**config.mk**
```make
export PLATFORM = sky130hd
export DESIGN_NAME = rsp_ram
export DESIGN_NICKNAME = d
export VERILOG_FILES = /design/src/rtl/rsp_ram.sv
export SDC_FILE = /design/constraint.sdc
export NUM_CORES = 1
export LEC_CHECK = 0
export BUFFER_PORTS_ARGS = -buffer_cell sky130_fd_sc_hd__buf_4
export CAP_MARGIN = 20
export CORE_MARGIN = 5
export CORE_UTILIZATION = 60
export CTS_BUF_LIST = sky130_fd_sc_hd__clkbuf_8
export DETAILED_ROUTE_END_ITERATION = 7
export PLACE_DENSITY = 0.75
export SETUP_SLACK_MARGIN = 0.5
export SYNTH_ARGS = -nofsm -noshare
export SYNTH_HDL_FRONTEND = slang
export SYNTH_SLANG_ARGS = --single-unit
export TNS_END_PERCENT = 1
```
**constraint.sdc**
```tcl
create_clock -name clk -period 4.25 [get_ports clk]
set_input_delay 0.6375 -clock clk [delete_from_list [all_inputs] [get_ports clk]]
set_output_delay 0.6375 -clock clk [all_outputs]
set_load 0.01 [all_outputs]
```
**src/rtl/rsp_ram.sv**
```systemverilog
// Generic single-port-write, single-port-read RAM with registered read data.
// No dependencies.
`default_nettype none

module rsp_ram #(
	parameter int WIDTH = 8,
	parameter int DEPTH = 16
) (
	input  logic                            clk,
	input  logic                            we,
	input  logic [$clog2(DEPTH > 1 ? DEPTH : 2)-1:0] waddr,
	input  logic [WIDTH-1:0]                wdata,
	input  logic                            re,
	input  logic [$clog2(DEPTH > 1 ? DEPTH : 2)-1:0] raddr,
	output logic [WIDTH-1:0]                rdata
);

	logic [WIDTH-1:0] mem_q [DEPTH];

	always_ff @(posedge clk) begin
		if (we) begin
			mem_q[waddr] <= wdata;
		end
		if (re) begin
			rdata <= mem_q[raddr];
		end
	end

endmodule

`default_nettype wire

```
* Word level (Yosys, flattened, before mapping)
Memory sizes are Yosys's and may differ from the RTL's. A register that Yosys moved wholly into a read port is not among the register bits.
Cells that the tools add are included.
** Word-level totals
- Memories :: 1
- Flip-flop bits (word level) :: 0
- Memory bits (writable) :: 128
** Memory list
- mem_q :: words 16, bits a word 8, read ports 1, clocked after Yosys merged registers in 1, write ports 1, RTL line 18 : logic [WIDTH-1:0] mem_q [DEPTH];
** Operators by class
- Multiplexer cells :: 2
** Operators by type and width (count)
- 1-bit 2-to-1 mux :: 2

* Depth between registers and ports, before layout
Gate-level depths: netlist of run 1.
- Depth in word-level cells :: 2
- Depth in mapped cells :: 5
- Depth with buffers taken out :: 3

* Worst setup path before layout of run 1
OpenSTA, ideal clock, no wires.
- Path kind :: in2reg
- Start :: in waddr[2] in the netlist's numbering
- End :: mem mem_q[0][0] (enable)
- Arrival time :: 1.747 ns
- Path buffers :: 0
- Path slack :: 2.120 ns
- Stages on the path :: 2
- Data required time :: 3.867 ns
- Library setup time :: 0.383 ns
- Cell sequence :: or3b_2 -> nor3_1
** RTL lines
- from (decl) :: RTL line 11 : input logic [$clog2(DEPTH > 1 ? DEPTH : 2)-1:0] waddr,
- to (decl) :: RTL line 18
Straight into the memory's write port.

* Worst setup path in the final report of run 1
- Start :: in waddr[2] in the netlist's numbering
- End :: mem mem_q[0][1] (enable)
Straight into the memory's write port.

==> flow_summary.json, run 1 <==
{
  "cp_cell_sequence": "buf_4, or3b_2, nor3_1, clkbuf_2",
  "fin_crit_sh": 0.473,
  "fin_nets": 286,
  "required_ns": 4.38,
  "critPathMaxStageDelay_ns": 0.57,
  "swShare": 0.197,
  "setup_violations": 0,
  "reg2reg_slack_ns": 2.73,
  "critPathSlowestCell": "nor3_1",
  "fp.dieW_um": 103,
  "slew_violations": 0,
  "drt-initial-drc-count": 164,
  "dp_cells": 355,
  "status": "finished, final reports clean",
  "total_power_mw": 2.81,
  "combPwrFrac": 0.049,
  "multi_input_area_um2": 1060,
  "drc": 0,
  "hold_slack_ns": 0.522,
  "fin_skew_ns": 0.00896,
  "fp.dieH_um": 103,
  "dpl.hpwl_um": 5700,
  "path_buf_inv": 2,
  "syn_area_um2": 5230,
  "drv_cap": 0,
  "cp-end-kind": "register",
  "die_area_um2": 10700,
  "wirelength_um": 9290,
  "n_fill_cell": 522,
  "viasPerCell": 6.18,
  "grt_pass1_vias": 2426,
  "arrival_ns": 2.13,
  "synth_nets": 248,
  "final_cells": 386,
  "p_per_area_nw_per_um2": 474,
  "syn_to_final_growth_pct": 13.5,
  "netlist_instances": 229,
  "cts_tree": "done",
  "ctsHoldBuffers": 0,
  "hold_viol": 0,
  "reg2reg_depth": 3,
  "vias": 2386,
  "rsz0062_at_grt": "no",
  "intPower_mw": 2.26,
  "tightest_slew_ns": 0.917,
  "clk_latency_ns": 0.42,
  "hold_path_class": "input port to register",
  "gr-total-overflow": 0,
  "std_cell_rows": 34,
  "seq_area_um2": 4080,
  "fin_setup_tns_ns": 0,
  "pwr-share-clk": 0.411,
  "place_congestion": 0.746,
  "ys.warnings.count": 0,
  "grt_pass1_wl_um": 14000,
  "synth_seq_cells": 136,
  "cts.path.max_buffers": 2,
  "core_um2": 8590,
  "first_pass_iters": 5,
  "clk_pin_slew_ns": 0.07,
  "r2r_end": "rdata[2]$_DFFE_PP_",
  "peakVddDrop_v": 0.000248,
  "io_pins": 27,
  "worstPathMaxFanout": 5,
  "critPathLaunchType": "input port",
  "initial_core_util": 0.608,
  "min_from": "wdata[1]",
  "track_usage": 0.194,
  "min_delay_worst_endpoint": "mem_q[6][1]$_DFFE_PP_",
  "post-cts-setup-buffers": 0,
  "timing.rr.start": "mem_q[1][2]$_DFFE_PP_",
  "p_leak_nw": 1.96,
  "seq_power_share": 0.540,
  "cp_top_family": "simple AND/OR/NAND/NOR gates",
  "cts_buffers": 17,
  "cts_max_level": 4,
  "antenna_found_initial": 0,
  "antenna_cells": 0,
  "yosysSeqAreaShare": 0.781,
  "relSlewSlack": 0.386,
  "port_buffers": 26,
  "wire_per_inst_um": 24.1,
  "layout-drive-gt1-share": 0.281,
  "p_switching_mw": 0.553,
  "grt_max_degree": 33,
  "ys_types": 18,
  "cts-root-buf": "clkbuf_8",
  "fmax_mhz": 498,
  "cts_sinks": 136,
  "postSynthAreaPerCell_um2": 22.8,
  "path_class": "input port to register",
  "drtAntennaViolNets": 0,
  "min_path_cells": 1,
  "cts_resized": 0,
  "fin_crit_ns": 2.01
}
## kinds of logic after synthesis
| group | synth area share |
|---|---|
| compound gates | 0.0230 |
| buf+inv | 0.0165 |
| flops | 0.781 |
| simple gates | 0.0314 |
| mux | 0.148 |
## power by group through the flow
stage	Sequential, mW	Clock (mW)	Combinational (mW)
floorplan	1.55	0	0.0763
global placement	1.55	0	0.135
detailed placement	1.55	0	0.140
CTS	1.52	1.17	0.140
global route	1.52	1.22	0.149
finish	1.52	1.16	0.139
## per-stage QoR
stage	cell area (um^2)	worst slack, ns	util
detailed placement	5490	1.70	0.639
global placement	5490	1.77	0.639
floorplan	5230	2.12	-
global route	5940	2.20	0.691
CTS	5930	2.03	0.690
finish	5940	2.24	0.691
## synthesized netlist by cell type
cell,n,area [um^2]
nand2b_1,2,12.5
mux4_2,18,405
a22oi_1,16,120
buf_2,3,15.0
mux4_1,14,368
or3b_2,1,8.76
nor2b_1,1,6.26
nand3b_1,2,15.0
buf_6,3,33.8
nor2_1,13,48.8
nor3_1,4,20.0
clkdlybuf4s25_2,3,30.0
nand2_1,9,33.8
edfxtp_1,136,4080
buf_4,1,7.51
and2b_1,1,7.51
nand3_1,1,5.00
and2_1,1,6.26
## sequential cells by signal, summed over array words and instances, names as in the netlist
signal and count:
rdata 8, mem_q 128
## cells in the final DEF (no fill, tap or decap), types with 2 or more instances in the layout
cell type / instances
nand2b_1: 2
nor3_1: 3
buf_4: 28
edfxtp_1: 136
clkinv_4: 3
clkinvlp_4: 2
nand3b_1: 2
nor2_1: 13
a22oi_1: 16
mux4_1: 14
mux4_2: 18
nand2_1: 9
clkinv_2: 2
bufinv_16: 5
clkbuf_8: 17
## final cells by class
type                    count  share of cell area
repair buffers             29              0.0363
well taps                 108              0.0228
clock inverters            13              0.0346
multi-input cells          83               0.179
flip-flops and latches    136               0.688
clock buffers              17              0.0394
## metal layers
metal / share of wire / GRT usage
met3: 0.079 / 0.0483
met5: 0 / 0
met1: 0.42 / 0.277
met2: 0.49 / 0.294
met4: 0.017 / 0.0727
## worst max path at each step
stage                  start  cells past startpoint               endpoint
floorplan           waddr[2]                      2  mem_q[0][0]$_DFFE_PP_
global placement    waddr[2]                      3  mem_q[0][3]$_DFFE_PP_
detailed placement  waddr[2]                      3  mem_q[0][3]$_DFFE_PP_
CTS                 waddr[2]                      3  mem_q[0][5]$_DFFE_PP_
global route        waddr[2]                      4  mem_q[0][5]$_DFFE_PP_
finish              waddr[2]                      4  mem_q[0][1]$_DFFE_PP_
## worst reg2reg max path: stages, from the launching register on
cell      delay [ns]
edfxtp_1        0.38
mux4_1          0.51
a22oi_1         0.29
nand2_1         0.09
No activity file was read; power rests on OpenSTA's default activity.
==> run 2: changes to the inputs <==
ABC_AREA = 1   (was unset)
clock period = 1.9 ns   (was 4.25 ns; I/O delays follow)
==> flow_summary.json, run 2 <==
{
  "vias": 3883,
  "final_cell_mix": "nand2_1 (173), edfxtp_1 (136), inv_1 (100)",
  "synth_top_area_frac": 0.698,
  "critPathSlowestCell": "edfxtp_1",
  "synth_most_common_cell": "nand2_1",
  "status": "finished, final reports clean",
  "required_ns": 1.62,
  "post-cts-setup-buffers": 0,
  "postSynthAreaPerCell_um2": 10.6,
  "cts_tree": "done",
  "fin_crit_ns": 1.31,
  "fin_nets": 608,
  "drv_cap": 0,
  "synth_commonest_cells": "nand2_1 (173), edfxtp_1 (136), inv_1 (100)",
  "ys.warnings.count": 0,
  "total_power_mw": 6.02,
  "clk_pin_slew_ns": 0.07,
  "cts_sinks": 136,
  "ctsHoldBuffers": 0,
  "final_common_cell": "nand2_1",
  "cts-root-buf": "clkbuf_8",
  "grt_pass1_wl_um": 20200,
  "yosysSeqAreaShare": 0.698,
  "io_pins": 27,
  "worstPathMaxFanout": 1,
  "hold_viol": 0,
  "cp_top_family": "flip-flops",
  "synthTopCellsByArea": "edfxtp_1 (70%), nand2_1 (11%), nand3_1 (8.3%)",
  "die_area_um2": 11800,
  "cp-end-kind": "primary output",
  "antenna_cells": 0,
  "cts_buffers": 17,
  "yosys.area.top_type": "edfxtp_1",
  "drc": 0,
  "hold_path_class": "input port to register",
  "grt_max_degree": 65,
  "n_fill_cell": 736,
  "viasPerCell": 5.28,
  "synth_seq_cells": 136,
  "first_pass_iters": 5,
  "core_um2": 9640,
  "rsz0062_at_grt": "no",
  "cts_resized": 0,
  "path_buf_inv": 1,
  "path_class": "register to primary output",
  "arrival_ns": 1.02,
  "largest_registers": "mem_q (128), rdata (8)",
  "wire_per_inst_um": 17.1,
  "largest_register_ffs": 128,
  "port_buffers": 26,
  "cts.path.max_buffers": 2,
  "netlist_instances": 551,
  "clk_latency_ns": 0.43,
  "drt-initial-drc-count": 416,
  "critPathMaxStageDelay_ns": 0.43,
  "syn_to_final_growth_pct": 12.3,
  "synth_nets": 570,
  "antenna_found_initial": 0,
  "grt_pass1_vias": 3767,
  "fin_setup_tns_ns": 0,
  "peakVddDrop_v": 0.000675,
  "async_flop_share": 0,
  "dpl.hpwl_um": 7840,
  "initial_core_util": 0.607,
  "p_leak_nw": 2.83,
  "cp_cell_sequence": "buf_4",
  "gr-total-overflow": 0,
  "fin_skew_ns": 0.00623,
  "fp.dieW_um": 109,
  "fp.dieH_um": 109,
  "relSlewSlack": 0.502,
  "synthFlopType": "edfxtp_1",
  "setup_violations": 0,
  "syn_area_um2": 5850,
  "regMostFlops": "mem_q",
  "place_congestion": 0.897,
  "critPathLaunchType": "register",
  "fin_crit_sh": 0.689,
  "slew_violations": 0,
  "ys_types": 11,
  "wirelength_um": 12600,
  "synth-edff-count": 136,
  "tightest_slew_ns": 0.745,
  "p_per_area_nw_per_um2": 916,
  "track_usage": 0.234,
  "std_cell_rows": 36,
  "drtAntennaViolNets": 0,
  "cts_max_level": 4,
  "fmax_mhz": 763,
  "layout-drive-gt1-share": 0.123
}
run 2: changes by cell type after synthesis, sizes merged, moves of 16 or more:
cell   delta
buf      +17
nand3    +96
inv     +102
a22oi    -16
mux4     -32
nand2   +164
run 2: final timing paths:
path,start,to,slack (ns),depth (start not counted)
worst min-delay path,re,rdata[0]$_DFFE_PP_,0.15,1
worst max register to register,mem_q[2][7]$_DFFE_PP_,rdata[7]$_DFFE_PP_,0.74,6
worst max-delay path,rdata[3]$_DFFE_PP_,rdata[3],0.59,1
worst min register to register,mem_q[10][7]$_DFFE_PP_,rdata[7]$_DFFE_PP_,0.76,6
run 2: report_power, final:
| group | total [mW] | switching (mW) | leakage [nW] | internal (mW) |
|---|---|---|---|---|
| Sequential | 3.40 | 0.0201 | 1.24 | 3.38 |
| Combinational | 0.423 | 0.289 | 1.42 | 0.134 |
| Clock | 2.20 | 1.06 | 0.183 | 1.14 |
run 2: layer usage:
metal	GRT usage	share of wire	up-vias
met5	0	0	-
met4	0.0812	0.019	0
met3	0.0515	0.075	18
met2	0.353	0.47	169
met1	0.339	0.44	1843
li1	-	-	1853
run 2: worst reg2reg max path: cells and delay by family (launching register included):
family                 cells  cell delay, ns
buffers and inverters      1            0.07
flip-flops                 1            0.38
AND/OR/NAND/NOR            5            0.46
run 2: kinds of logic (layout without fill, tap and decap cells):
family	count (synthesis)	after routing	synth area share
flops	136	136	0.698
buf+inv	126	177	0.0939
simple gates	289	289	0.208
run 2: through the flow:
stage | instance area (um^2) | worst slack (ns) | hold slack [ns] | utilization | cells
finish | 6570 | 0.590 | 0.153 | 0.681 | 735
global route | 6570 | 0.557 | 0.143 | 0.681 | 735
CTS | 6570 | 0.577 | 0.132 | 0.681 | 735
detailed placement | 6190 | 0.306 | 0.593 | 0.643 | 703
global placement | 6190 | 0.341 | 0.591 | 0.643 | 703
floorplan | 5850 | 0.664 | 0.384 | - | 551
run 2: layout make-up:
cell class	instances	area [um^2]	area share
Clock buffer	17	234	0.0356
Clock inverter	15	136	0.0208
Inverter	102	383	0.0583
Tap cell	133	166	0.0253
Multi-Input combinational cell	289	1210	0.185
Sequential cell	136	4080	0.622
Timing Repair Buffer	43	348	0.0530
